==> src/sv/gbew_pkg.sv <==
// Shared types and constants for the gamepad binding edge watch block.
// Depends on nothing; imported by gbew_held_unit and the top level.
package gbew_pkg;

  // Default number of watched slots
  localparam int NumSlotsDef = 4;

  // Register reset values
  localparam logic [15:0] ProbePeriodRst = 16'd3000;
  localparam logic [7:0]  TrigThreshRst  = 8'd30;

  // Configuration register indexes
  localparam logic [1:0] CFG_PROBE_PERIOD = 2'd0;
  localparam logic [1:0] CFG_TRIG_THRESH  = 2'd1;

  // Request commands
  localparam logic CMD_SAMPLE = 1'b0;
  localparam logic CMD_QUERY  = 1'b1;

  // Trigger select codes
  localparam logic [1:0] TRIG_NONE  = 2'd0;
  localparam logic [1:0] TRIG_LEFT  = 2'd1;
  localparam logic [1:0] TRIG_RIGHT = 2'd2;

  // Stored pad word: right trigger on top, buttons at the bottom
  typedef struct packed {
    logic [7:0]  rtrig;
    logic [7:0]  ltrig;
    logic [15:0] buttons;
  } pad_t;

  // Binding handed to the evaluation unit
  typedef struct packed {
    logic [15:0] buttons;
    logic [1:0]  trig;
  } bind_t;

endpackage

==> src/sv/gbew_held_unit.sv <==
// Shared evaluation unit: decides whether a binding is held on one pad word.
// Depends on gbew_pkg for pad_t, bind_t and the trigger codes.
module gbew_held_unit import gbew_pkg::*; (
  input  pad_t        pad_i,
  input  bind_t       bind_i,
  input  logic [7:0]  thresh_i,
  output logic        held_o
);

  logic btn_ok;
  logic trig_ok;
  logic nonempty;

  // Check buttons, selected trigger, and that the binding asks for something
  always_comb begin
    btn_ok   = (pad_i.buttons & bind_i.buttons) == bind_i.buttons;
    nonempty = (bind_i.buttons != 16'd0) || (bind_i.trig != TRIG_NONE);
    unique case (bind_i.trig)
      TRIG_LEFT:  trig_ok = pad_i.ltrig > thresh_i;
      TRIG_RIGHT: trig_ok = pad_i.rtrig > thresh_i;
      default:    trig_ok = 1'b1;
    endcase
    held_o = btn_ok && trig_ok && nonempty;
  end

endmodule

==> src/sv/gamepad_binding_edge_watch_unit.sv <==
// Gamepad binding edge watch: per-slot pad state, reprobe timing and press queries.
// A poll sample runs the sample state, then done; a press query scans the slots in
// order, one scan state per down slot, current and previous per connected slot (pad
// through the held unit), up to the first press, then done; an invalid binding goes
// straight to done, which waits for a free output register. One request at a time:
// in_ready_o rises again once the result is in the output register. Reset clears all
// slot state and loads the register defaults. Depends on gbew_pkg and gbew_held_unit.
module gamepad_binding_edge_watch_unit import gbew_pkg::*; #(
  parameter int NUM_SLOTS = NumSlotsDef
) (
  input  logic        clk_i,
  input  logic        rst_ni,
  // configuration write channel
  input  logic        cfg_valid_i,
  output logic        cfg_ready_o,
  input  logic [1:0]  cfg_index_i,
  input  logic [15:0] cfg_data_i,
  // request channel
  input  logic        in_valid_i,
  output logic        in_ready_o,
  input  logic        cmd_i,
  input  logic [1:0]  slot_i,
  input  logic        poll_ok_i,
  input  logic [15:0] pad_buttons_i,
  input  logic [7:0]  left_trigger_i,
  input  logic [7:0]  right_trigger_i,
  input  logic [31:0] now_ms_i,
  input  logic [15:0] query_buttons_i,
  input  logic [1:0]  query_trigger_i,
  input  logic        query_valid_i,
  // result channel
  output logic        out_valid_o,
  input  logic        out_ready_i,
  output logic        sample_taken_o,
  output logic        slot_up_o,
  output logic        pressed_o
);

  localparam int IdxW = (NUM_SLOTS > 1) ? $clog2(NUM_SLOTS) : 1;

  typedef enum logic [2:0] {
    ST_IDLE,
    ST_SAMPLE,
    ST_SCAN_CUR,
    ST_SCAN_PREV,
    ST_DONE
  } state_e;

  state_e state_q;

  // configuration registers
  logic [15:0] period_q;
  logic [7:0]  thresh_q;

  // latched request
  logic        cmd_q;
  logic [1:0]  slot_q;
  logic        ok_q;
  pad_t        pad_q;
  logic [31:0] now_q;
  bind_t       bind_q;

  // slot state
  logic [NUM_SLOTS-1:0] link_q;
  logic [NUM_SLOTS-1:0] never_q;
  pad_t                 cur_q   [NUM_SLOTS];
  pad_t                 prev_q  [NUM_SLOTS];
  logic [31:0]          stamp_q [NUM_SLOTS];

  // sequencer and result registers
  logic [IdxW-1:0] scan_idx_q;
  logic            cur_held_q;
  logic            res_taken_q;
  logic            res_up_q;
  logic            res_pressed_q;
  logic            out_valid_q;
  logic            out_taken_q;
  logic            out_up_q;
  logic            out_pressed_q;

  logic            in_fire;
  logic            slot_in_range;
  logic [IdxW-1:0] slot_idx;
  logic [IdxW-1:0] rd_idx;
  logic            rd_link;
  logic            rd_never;
  pad_t            rd_cur;
  pad_t            rd_prev;
  logic [31:0]     rd_stamp;
  logic [31:0]     elapsed;
  logic            take;
  logic            wr_en;
  pad_t            eval_pad;
  logic            held;
  logic            scan_last;
  logic            out_free;

  assign cfg_ready_o = 1'b1;
  assign in_ready_o  = (state_q == ST_IDLE);
  assign in_fire     = in_valid_i && in_ready_o;

  assign out_valid_o    = out_valid_q;
  assign sample_taken_o = out_taken_q;
  assign slot_up_o      = out_up_q;
  assign pressed_o      = out_pressed_q;
  assign out_free       = !out_valid_q || out_ready_i;

  // Select the slot to read: scan counter during a query, sample slot otherwise
  assign slot_in_range = 32'(slot_q) < NUM_SLOTS;
  assign slot_idx      = IdxW'(slot_q);
  assign rd_idx        = (cmd_q == CMD_QUERY) ? scan_idx_q : slot_idx;
  assign rd_link       = link_q[rd_idx];
  assign rd_never      = never_q[rd_idx];
  assign rd_cur        = cur_q[rd_idx];
  assign rd_prev       = prev_q[rd_idx];
  assign rd_stamp      = stamp_q[rd_idx];
  assign scan_last     = scan_idx_q == IdxW'(NUM_SLOTS - 1);

  // Reprobe check: take the sample for an in-range slot if up, never probed, or the period has run out
  assign elapsed = now_q - rd_stamp;
  assign take    = slot_in_range &&
                   (rd_link || rd_never || (elapsed >= {16'd0, period_q}));
  assign wr_en   = (state_q == ST_SAMPLE) && take;

  // Feed the shared unit with the current or the previous pad of the scanned slot
  assign eval_pad = (state_q == ST_SCAN_PREV) ? rd_prev : rd_cur;

  gbew_held_unit u_held (
    .pad_i    (eval_pad),
    .bind_i   (bind_q),
    .thresh_i (thresh_q),
    .held_o   (held)
  );

  // Write configuration registers
  always_ff @(posedge clk_i or negedge rst_ni) begin
    if (!rst_ni) begin
      period_q <= ProbePeriodRst;
      thresh_q <= TrigThreshRst;
    end else if (cfg_valid_i) begin
      unique case (cfg_index_i)
        CFG_PROBE_PERIOD: period_q <= cfg_data_i;
        CFG_TRIG_THRESH:  thresh_q <= cfg_data_i[7:0];
        default: ;
      endcase
    end
  end

  // Capture the request on acceptance
  always_ff @(posedge clk_i) begin
    if (in_fire) begin
      cmd_q  <= cmd_i;
      slot_q <= slot_i;
      ok_q   <= poll_ok_i;
      pad_q  <= '{rtrig: right_trigger_i, ltrig: left_trigger_i, buttons: pad_buttons_i};
      now_q  <= now_ms_i;
      bind_q <= '{buttons: query_buttons_i, trig: query_trigger_i};
    end
  end

  // Update slot state when a sample is taken; the new link state is the poll outcome
  always_ff @(posedge clk_i or negedge rst_ni) begin
    if (!rst_ni) begin
      link_q  <= '0;
      never_q <= '1;
      for (int i = 0; i < NUM_SLOTS; i++) begin
        cur_q[i]   <= '0;
        prev_q[i]  <= '0;
        stamp_q[i] <= '0;
      end
    end else if (wr_en) begin
      link_q[slot_idx]  <= ok_q;
      never_q[slot_idx] <= 1'b0;
      if (!(rd_link && ok_q)) begin
        stamp_q[slot_idx] <= now_q;
      end
      prev_q[slot_idx] <= (ok_q && !rd_link) ? pad_q : rd_cur;
      if (ok_q) begin
        cur_q[slot_idx] <= pad_q;
      end else if (rd_link) begin
        cur_q[slot_idx] <= '0;
      end
    end
  end

  // Sequencer with result and output registers
  always_ff @(posedge clk_i or negedge rst_ni) begin
    if (!rst_ni) begin
      state_q       <= ST_IDLE;
      scan_idx_q    <= '0;
      cur_held_q    <= 1'b0;
      res_taken_q   <= 1'b0;
      res_up_q      <= 1'b0;
      res_pressed_q <= 1'b0;
      out_valid_q   <= 1'b0;
      out_taken_q   <= 1'b0;
      out_up_q      <= 1'b0;
      out_pressed_q <= 1'b0;
    end else begin
      if (out_ready_i && state_q != ST_DONE) begin
        out_valid_q <= 1'b0;
      end
      unique case (state_q)
        ST_IDLE: begin
          res_taken_q   <= 1'b0;
          res_up_q      <= 1'b0;
          res_pressed_q <= 1'b0;
          scan_idx_q    <= '0;
          if (in_fire) begin
            priority if (cmd_i == CMD_SAMPLE) begin
              state_q <= ST_SAMPLE;
            end else if (query_valid_i) begin
              state_q <= ST_SCAN_CUR;
            end else begin
              state_q <= ST_DONE;
            end
          end
        end
        ST_SAMPLE: begin
          res_taken_q <= take;
          res_up_q    <= take && ok_q;
          state_q     <= ST_DONE;
        end
        ST_SCAN_CUR: begin
          cur_held_q <= held;
          priority if (rd_link) begin
            state_q <= ST_SCAN_PREV;
          end else if (scan_last) begin
            state_q <= ST_DONE;
          end else begin
            scan_idx_q <= scan_idx_q + 1'b1;
          end
        end
        ST_SCAN_PREV: begin
          priority if (cur_held_q && !held) begin
            res_pressed_q <= 1'b1;
            state_q       <= ST_DONE;
          end else if (scan_last) begin
            state_q <= ST_DONE;
          end else begin
            scan_idx_q <= scan_idx_q + 1'b1;
            state_q    <= ST_SCAN_CUR;
          end
        end
        ST_DONE: begin
          if (out_free) begin
            out_valid_q   <= 1'b1;
            out_taken_q   <= res_taken_q;
            out_up_q      <= res_up_q;
            out_pressed_q <= res_pressed_q;
            state_q       <= ST_IDLE;
          end
        end
        default: state_q <= ST_IDLE;
      endcase
    end
  end

  // A connected slot has always been probed
  assert property (@(posedge clk_i) disable iff (!rst_ni)
    (link_q & never_q) == '0)
    else $error("slot is up but still marked never probed");

  // A result is either a sample outcome or a query answer, never both
  assert property (@(posedge clk_i) disable iff (!rst_ni)
    out_valid_o |-> !(pressed_o && (sample_taken_o || slot_up_o)))
    else $error("result mixes sample and query fields");

  // A slot is reported up only for a taken sample
  assert property (@(posedge clk_i) disable iff (!rst_ni)
    out_valid_o && slot_up_o |-> sample_taken_o)
    else $error("slot up reported without a taken sample");

  // Scanning happens only for a press query
  assert property (@(posedge clk_i) disable iff (!rst_ni)
    (state_q == ST_SCAN_CUR || state_q == ST_SCAN_PREV) |-> cmd_q == CMD_QUERY)
    else $error("slot scan running for a poll sample");

  // Slot state changes only in the sample step
  assert property (@(posedge clk_i) disable iff (!rst_ni)
    $past(state_q) != ST_SAMPLE |-> $stable(link_q) && $stable(never_q))
    else $error("slot link state changed outside a sample");

endmodule

==> config.mk <==
export PLATFORM = sky130hd
export DESIGN_NAME = gamepad_binding_edge_watch_unit
export DESIGN_NICKNAME = d
export VERILOG_FILES = /design/src/sv/gbew_pkg.sv /design/src/sv/gbew_held_unit.sv /design/src/sv/gamepad_binding_edge_watch_unit.sv
export SDC_FILE = /design/constraint.sdc
export NUM_CORES = 1
export LEC_CHECK = 0
export ABC_AREA = 1
export BUFFER_PORTS_ARGS = -buffer_cell sky130_fd_sc_hd__clkbuf_2
export CAP_MARGIN = 15
export CORE_ASPECT_RATIO = 1.2
export CORE_MARGIN = 3
export CORE_UTILIZATION = 65
export CTS_CLUSTER_DIAMETER = 60
export DETAILED_ROUTE_END_ITERATION = 7
export MAX_ROUTING_LAYER = met4
export PLACE_DENSITY_LB_ADDON = 0.1
export SYNTH_ARGS = -nofsm -noshare
export SYNTH_HDL_FRONTEND = slang
export SYNTH_SLANG_ARGS = --single-unit
==> constraint.sdc <==
create_clock -name clk_i -period 15 [get_ports clk_i]
set_input_delay 0.75 -clock clk_i [delete_from_list [all_inputs] [get_ports clk_i]]
set_output_delay 0.75 -clock clk_i [all_outputs]
set_load 0.05 [all_outputs]
# Yosys cells after proc, flatten, opt, wreduce, memory -nomap -nowiden
# Cells that the tools add are included.
# classes
magnitude_cmp	9
add_sub_neg	2
eq_ne	16
n_reduce_logical	34
mux	47
n_bitwise	8
# op_table
operator	count
$bwmux W128	3
$mux W32	9
$mux W128	2
$bmux W32 S2	3
$and A128 B128 Y128	1
$not A128 Y128	1
$demux W32 S2	1
$ge A32 B16 Y1	1
$sub A32 B32 Y32	1
$mux W3	8
$and A16 B16 Y16	1
$eq A16 B16 Y1	1
$gt A8 B8 Y1	2
$reduce_bool A16 Y1	1
$pmux W3 S5	1
$reduce_and A2 Y1	6
$logic_and A1 B1 Y1	11
$mux W2	4
$pmux W1 S2	4
$reduce_bool A2 Y1	4
$mux W1	7
$eq A3 B2 Y1 const B	2
$ge A3 B3 Y1 const B	2
$lt A2 B3 Y1 const B	2
other kinds (24)	38
# word_totals
word_cells	167
reg_bits	515

# Logic depth before layout (Yosys ltp)
# Gate-level depths: netlist of the first run.
# depth
ltp_word	14
mapped_depth	39

# Modules after synthesis
# From an unflattened synthesis of the first run, not the netlist that was laid out.
# unflattened
hier_cells	3551
hier_area_um2	27077.2
# by_module_without_submodules
module	seq_area_each_um2	area_each_um2	instances	cells_each
gamepad_binding_edge_watch_unit	13336.5	26335.3	1	3418
gbew_held_unit	0.0	742.0	1	133

# Least setup slack after synthesis of the first run
# OpenSTA, ideal clock, no wires.
# synth_timing
path_kind	register to register
start	reg cmd_q
end	reg cur_q[12] in the netlist's numbering
t_arrival_ps	4960
period_less_slack_ps	5077
stages_incl_launch_ff	37
setup_ps	117
n_path_buf	7
required_time_ps	14883
path_slack_ps	9923
path_cell_list	edfxtp_1 o21ai_0 buf_2 buf_2 buf_2 clkbuf_1 clkbuf_1 nand2_1 a32o_1 ha_1 nand2_1 nand2_1 inv_1 nand2_1 nand2_1 nand2_1 nand2_1 nand2_1 xor2_1 ha_1 a21o_1 nor2_1 nand3_1 nor2_1 nand3_1 nor2_1 nand2_1 nor2_1 nand2_1 inv_1 nand2_1 nand3_1 buf_2 nor2_1 buf_2 nand2_1 nand2_1
# synth_via
elab_chain_cells	10
elab_cells_between_ends	16
classes_between	1 x add/sub; 1 x order compare; 8 x mux; 1 x bitwise; 5 x reduce/logical
# synth_lines
item	line_no	rtl
from (decl)	gamepad_binding_edge_watch_unit.sv:56	logic cmd_q;
from (signal assigned)	gamepad_binding_edge_watch_unit.sv:152	cmd_q <= cmd_i;
$mux W2 (*)	gamepad_binding_edge_watch_unit.sv:111	assign rd_idx = (cmd_q == CMD_QUERY) ? scan_idx_q : slot_idx;
$not A2 Y3 (implied by the code)	gamepad_binding_edge_watch_unit.sv:116	assign rd_stamp = stamp_q[rd_idx];
$bmux W32 S2	gamepad_binding_edge_watch_unit.sv:116	
$mux W32 (implied by the code) (2 in a row)	gamepad_binding_edge_watch_unit.sv:116	
$sub A32 B32 Y32	gamepad_binding_edge_watch_unit.sv:120	assign elapsed = now_q - rd_stamp;
$ge A32 B16 Y1	gamepad_binding_edge_watch_unit.sv:122	(rd_link || rd_never || (elapsed >= {16'd0, period_q}));
$logic_or A1 B1 Y1	gamepad_binding_edge_watch_unit.sv:122	
$logic_and A1 B1 Y1	gamepad_binding_edge_watch_unit.sv:123	assign wr_en = (state_q == ST_SAMPLE) && take;
$reduce_and A2 Y1 (no source line) (*)	--	
to (signal, indexed assignment)	gamepad_binding_edge_watch_unit.sv:179	cur_q[slot_idx] <= pad_q;
to (decl)	gamepad_binding_edge_watch_unit.sv:66	pad_t cur_q [NUM_SLOTS];
# Mark *: on every way between the ends. The rest lies on a longest branch, timed or not. The select of a mux whose other input is x is not followed.
# A chain may end at the register's enable or synchronous reset.

# Final worst setup path of the first run
# layout_timing
start	reg cmd_q
end	reg cur_q[83] in the netlist's numbering
# The elaborated chain is that of the path after synthesis.

==> flow_metrics.py, run 1 <==
metrics = {
    "finish": {
        "filler_cell_count": 3010,
        "n_antenna_cell": 0,
        "finish.net_count": 3684,
        "instances_no_fill": 4074,
        "drive_above_1_share_pct": 7.38,
        "area_growth_pct": 9.80,
    },
    "placed_design": {
        "place.detailed.hpwl_mm": 46.9,
        "placedCellCount": 3979,
        "gp_congestion": 0.964,
        "portBuffers": 114,
    },
    "grt": {
        "grt_pass1_vias": 23300,
        "grt_pass1_wl_mm": 120,
        "remaining_global_route_overflow": 0,
        "number_of_antenna_violations_at_the_first_check_in_global_routing": 0,
        "global_route_usage_sum_pct": 36.3,
        "grt_max_degree": 174,
    },
    "clocking": {
        "clk_transition_reported_paths_ps": 60,
        "max-clock-path-buffers": 3,
        "number_of_sinks_on_the_clock_net": 515,
        "post-cts-setup-buffers": 0,
        "cts_htree_levels": 2,
        "cts_tree": "built",
        "cts-root-buf": "clkbuf_16",
        "cts_buffers": 51,
        "cts_resized": 0,
        "clkLatencyLatePin_ps": 600,
        "cts-hold-fix-buffers": 0,
    },
    "floorplanning": {
        "dieWidth_microns": 189,
        "ioPinCount": 116,
        "design.core.area_sq_mm": 0.0392,
        "die_area_sq_mm": 0.0427,
        "initial_core_util_pct": 66.6,
        "die_h_microns": 226,
        "std_cell_rows": 79,
    },
    "logic_synthesis": {
        "synthesis.nets": 3642,
        "synth_top_area_share_pct": 39.6,
        "synth_enable_flop_cells": 86,
        "ys_ff_latch": 515,
        "synth_cells": 3464,
        "synth-main-ff-cell": "dfrtp_1",
        "synth.lib_cells_used.distinct": 42,
        "post_synth.cell_area_avg_sq_um": 7.54,
        "synth.cell_area_sq_mm": 0.0261,
        "yosysWarnings": 0,
        "synth_top_cells_by_area": "dfrtp_1, nand2_1, edfxtp_1, inv_1, o21ai_0",
        "synth_seq_area_share_pct": 51.0,
        "ys_async_rst_share_pct": 83.3,
        "cell_with_the_most_instances_after_synthesis": "nand2_1",
        "synth.largest_area_cell": "dfrtp_1",
        "top_cells_by_count_synth": "nand2_1, dfrtp_1, inv_1",
    },
    "run_status": {
        "run_status": "finished clean",
    },
    "sta": {
        "setup_tns_ps": 0,
        "grt_setup_unrepaired": "false",
        "timing_worst_slew_pin_value_ps": 1040,
        "clock_skew_ps": 23.4,
        "final.period_utilization_pct": 42.7,
        "final_setup_violation_count": 0,
        "relSlewSlack_pct": 30.5,
        "hold_fails_final_rpt": 0,
        "finalWorstPathRequiredPeriod_ps": 6410,
        "max_freq_ghz": 0.156,
        "report.final.slew_viol_count": 0,
    },
    "worst_setup_path": {
        "slowest_stage": "nor2_4",
        "worstPathRequired_ps": 15530,
        "start_kind": "flip-flop",
        "setup.worst_path.class": "flip-flop to flip-flop",
        "cp-end-kind": "flip-flop",
        "timing.critical_path.fanout_max": 134,
        "max_stage_delay_ps": 980,
        "critical_path.most_common_cell": "nand2_1",
        "r2r_cells": 29,
        "worst_ep_arrival_time_ps": 6940,
    },
    "drt": {
        "routed_vias": 23400,
        "detail_route.wl_per_cell_microns": 18.3,
        "avgViaCountPerCell": 5.75,
        "drt_pass_1_iters": 6,
        "drc": 0,
        "detail_route.wirelength_mm": 74.6,
        "drt_iter0_drc": 2239,
        "drtAntennaViolNets": 0,
    },
    "min_path": {
        "hold_class": "primary input to asynchronous set/reset pin",
    },
    "power_and_ir_drop": {
        "p_leak_uw": 0.0152,
        "power_density_mw_per_mm2": 225,
        "peak_supply_drop_v": 0.000141,
    },
    "job": {
        "max-cap-violations": 0,
    },
}
kinds of logic after synthesis:
| logic type | synth area share (%) |
|---|---|
| adders and majority gates | 3.28 |
| DFF | 51.0 |
| buffers and inverters | 6.72 |
| xor gates and xnor gates | 0.503 |
| other | 0.0143 |
| and+or+nand+nor | 31.0 |
| AOI/OAI and AO/OA | 7.42 |
critical path: cells and delay by family (launching register included):
kind	cells	cell delay (ps)
simple gates	20	3950
fa+ha+maj	3	870
compound gates	3	580
flops	1	520
xor+xnor	1	190
buf+inv	2	120
layout by cell type, fill, tap and decap left out, drive strengths merged:
cell type	count
clkinv	21
o211ai	3
buf	34
nand3	155
dfrtp	414
ha	67
a211oi	1
conb	1
clkbuf	182
dfstp	15
nor2	155
o21ai	200
clkinvlp	2
nand2	1737
xor2	14
nor3	5
and2	4
a21o	3
a32o	30
edfxtp	86
or2	2
a21oi	84
bufinv	4
nand4	16
fa	1
o221ai	1
o21a	2
xnor2	1
nand3b	3
or3	1
a31oi	1
o22ai	18
inv	280
a2bb2oi	1
a32oi	1
nor4	3
through the flow:
step	instance area, sq um	setup slack, ps	hold slack, ps	power (uW)	util (%)
after global placement	27000	8820	447	5010	68.8
after detailed placement	27000	8700	446	5120	68.8
after floorplan	26100	9920	437	4290	-
after CTS	28700	8640	261	6440	73.1
final	28700	8590	230	6460	73.1
after global routing	28700	8070	297	6960	73.1
final timing paths:
check                                             from                       to  slack [ps]
min in group clk_i                        now_ms_i[27]      now_q[27]$_DFFE_PP_         320
max in group asynchronous                       rst_ni  stamp_q[38]$_DFFE_PN0P_       12460
worst min register to register  never_q[3]$_DFFE_PN1P_   never_q[3]$_DFFE_PN1P_         460
worst max register to register         cmd_q$_DFFE_PP_    cur_q[83]$_DFFE_PN0P_        8590
worst max-delay path                   cmd_q$_DFFE_PP_    cur_q[83]$_DFFE_PN0P_        8590
worst min-delay path                            rst_ni     cur_q[5]$_DFFE_PN0P_         230
state kept, by name, summed over array words and instances (netlist names):
name	count
scan_idx_q	2
bind_q	18
never_q	4
cmd_q	1
thresh_q	8
prev_q	128
res_taken_q	1
res_up_q	1
pressed_o	1
ok_q	1
stamp_q	128
slot_up_o	1
pad_q	32
link_q	4
state_q	3
res_pressed_q	1
cur_held_q	1
sample_taken_o	1
period_q	16
out_valid_o	1
now_q	32
cur_q	128
slot_idx	2
layout make-up:
| cell class | count | area (sq um) | share of cell area [%] |
|---|---|---|---|
| flip-flops and latches | 515 | 13300 | 46.5 |
| clock buffers | 69 | 1460 | 5.08 |
| inverters | 281 | 1050 | 3.68 |
| repair buffers | 147 | 841 | 2.93 |
| clock inverters | 26 | 235 | 0.820 |
| well taps | 526 | 658 | 2.29 |
| multi-input cells | 2510 | 11100 | 38.7 |
layer usage:
metal / GRT usage [%] / wire, microns / vias to the layer above
met5: - / 0 / -
met4: 15.9 / 3200 / 0
met3: 5.19 / 5690 / 237
met2: 61.6 / 37500 / 1113
met1: 43.6 / 28200 / 11200
li1: - / - / 10900
where the power goes:
part / switching [uW] / internal [uW] / total, uW
combinational: 1890 / 921 / 2810
sequential: 337 / 2020 / 2360
clock: 547 / 750 / 1300
total: 2770 / 3690 / 6460
Note: power is estimated with default switching activity, not from simulation.
==> run 2: changes to the inputs <==
- CORE_UTILIZATION: 65 -> 56
- clock period: 15 -> 5.65 ns (I/O delays scaled with it)
==> flow_metrics.py, run 2 (same netlist as run 1, synthesis figures left out) <==
metrics = {
    "power_and_ir_drop": {
        "power_uw": 17600,
        "power_density_mw_per_mm2": 577,
        "peak_supply_drop_v": 0.000355,
        "p_leak_uw": 0.0159,
    },
    "clocking": {
        "cts_tree": "built",
        "clkLatencyLatePin_ps": 610,
        "number_of_sinks_on_the_clock_net": 515,
        "cts_htree_levels": 2,
        "cts-root-buf": "clkbuf_16",
        "cts_buffers": 54,
        "clk_transition_reported_paths_ps": 60,
        "max-clock-path-buffers": 3,
    },
    "grt": {
        "grt_pass1_wl_mm": 123,
        "number_of_antenna_violations_at_the_first_check_in_global_routing": 1,
        "remaining_global_route_overflow": 0,
        "global_route_usage_sum_pct": 32.3,
        "grt_pass1_vias": 23100,
        "grt_max_degree": 123,
    },
    "worst_setup_path": {
        "start_kind": "flip-flop",
        "worst_ep_arrival_time_ps": 5820,
        "setup.worst_path.class": "flip-flop to flip-flop",
        "timing.critical_path.fanout_max": 46,
        "cp-end-kind": "flip-flop",
        "worstPathRequired_ps": 6090,
    },
    "sta": {
        "finalWorstPathRequiredPeriod_ps": 5390,
        "relSlewSlack_pct": 28.2,
        "setup_tns_ps": 0,
        "final_setup_violation_count": 0,
        "max_freq_ghz": 0.186,
        "clock_skew_ps": 21.8,
        "report.final.slew_viol_count": 0,
        "fin_worst_hold_slack_ps": 121,
        "final.period_utilization_pct": 95.3,
        "timing_worst_slew_pin_value_ps": 1070,
        "hold_fails_final_rpt": 0,
    },
    "floorplanning": {
        "design.core.area_sq_mm": 0.0461,
        "initial_core_util_pct": 56.7,
        "std_cell_rows": 86,
        "die_area_sq_mm": 0.0493,
        "die_h_microns": 243,
        "ioPinCount": 116,
        "dieWidth_microns": 203,
    },
    "placed_design": {
        "portBuffers": 114,
        "gp_congestion": 0.929,
        "place.detailed.hpwl_mm": 49.6,
        "placedCellCount": 4088,
    },
    "drt": {
        "detail_route.wl_per_cell_microns": 18.4,
        "drtAntennaViolNets": 0,
        "drc": 0,
        "drt_pass_1_iters": 5,
        "routed_vias": 23600,
        "drt_iter0_drc": 1954,
        "detail_route.wirelength_mm": 79.1,
        "avgViaCountPerCell": 5.48,
    },
    "finish": {
        "mostFrequentLayoutCells": "nand2_1, dfrtp_1, inv_1, o21ai_0, nand3_1",
        "finish.net_count": 3824,
        "filler_cell_count": 3988,
        "instances_no_fill": 4309,
        "ff_latch_area_sq_mm": 0.0133,
        "area_growth_pct": 16.7,
        "reg.largest.list": "cur_q x128, prev_q x128, stamp_q x128",
        "layout_commonest_cell": "nand2_1",
        "utilization_pct": 66.2,
        "multiInputGateArea_sq_mm": 0.0112,
        "drive_above_1_share_pct": 8.29,
    },
    "min_path": {
        "hold_class": "primary input to flip-flop",
    },
    "job": {
        "max-cap-violations": 0,
    },
    "run_status": {
        "run_status": "finished clean",
    },
}
## run 2: cell types whose count changed in the layout (fill, tap and decap cells not counted), sizes merged
cell	before	now
dlygate4sd3	0	104
inv	280	283
clkinvlp	2	0
clkinv	21	12
o21ai	200	201
bufinv	4	1
clkbuf	182	202
buf	34	62
diode	0	1
nand2	1737	1739
## run 2: worst max-delay path, cell delays in order, from the launching register on
cell,delay (ps)
edfxtp_1,490
buf_4,190
o21ai_4,280
buf_12,180
buf_4,110
nand2_1,40
a32o_1,210
ha_1,360
nand2_1,130
nor2_1,300
and2_1,200
nand2_1,50
nand3_1,230
xor2_1,140
ha_1,320
inv_1,60
nor3_1,210
a211oi_1,80
nand2_1,150
nand2_1,120
nand2_1,90
inv_1,40
nand2_1,120
nand3_1,140
inv_2,730
o21ai_0,200
## run 2: area by class of cell
class	instances	share of cell area (%)
clock inverters	15	0.390
well taps	616	2.53
clock buffers	87	5.55
diodes	1	0.00821
flip-flops and latches	515	43.7
repair buffers	281	7.74
inverters	281	3.46
multi-input cells	2513	36.6
## run 2: worst paths after layout
path / from / to / slack [ps] / cells past startpoint
min: query_valid_i / state_q[1]$_DFFE_PN0P_ / 120 / 7
max reg2reg: slot_idx[0]$_DFFE_PP_ / prev_q[62]$_DFFE_PN0P_ / 260 / 25
max in group asynchronous: rst_ni / cur_q[48]$_DFFE_PN0P_ / 3780 / 3
min in group asynchronous: rst_ni / cur_q[104]$_DFFE_PN0P_ / 310 / 2
max: slot_idx[0]$_DFFE_PP_ / prev_q[62]$_DFFE_PN0P_ / 260 / 25
min reg2reg: never_q[3]$_DFFE_PN1P_ / never_q[3]$_DFFE_PN1P_ / 460 / 2
## run 2: what timing repair did
action / in CTS / in global routing
gates resized for setup: 0 / 8
buffers inserted: 0 / 9
setup endpoints to repair: 0 / 391
hold buffers: 104 / 0
endpoints found under the hold margin: 219 / 0
## run 2: power by group
group / leakage, uW / internal (uW) / switching (uW)
combinational: 0.00864 / 2630 / 5100
clock: 0.000899 / 2100 / 1520
sequential: 0.00640 / 5360 / 897
## run 2: per-stage QoR
stage / area, sq um / setup WS [ps]
floorplan: 26100 / 573
global route: 30500 / -1.73
global placement: 27400 / 339
CTS: 30300 / 125
finish: 30500 / 265
detailed placement: 27400 / 171
## run 2: routing by layer
layer	wire length [microns]	vias up	GRT usage, %
met3	5900	193	4.37
met4	3060	0	11.7
met2	38800	1019	53.4
met1	31300	11200	41.0
li1	-	11200	-
met5	0	-	-
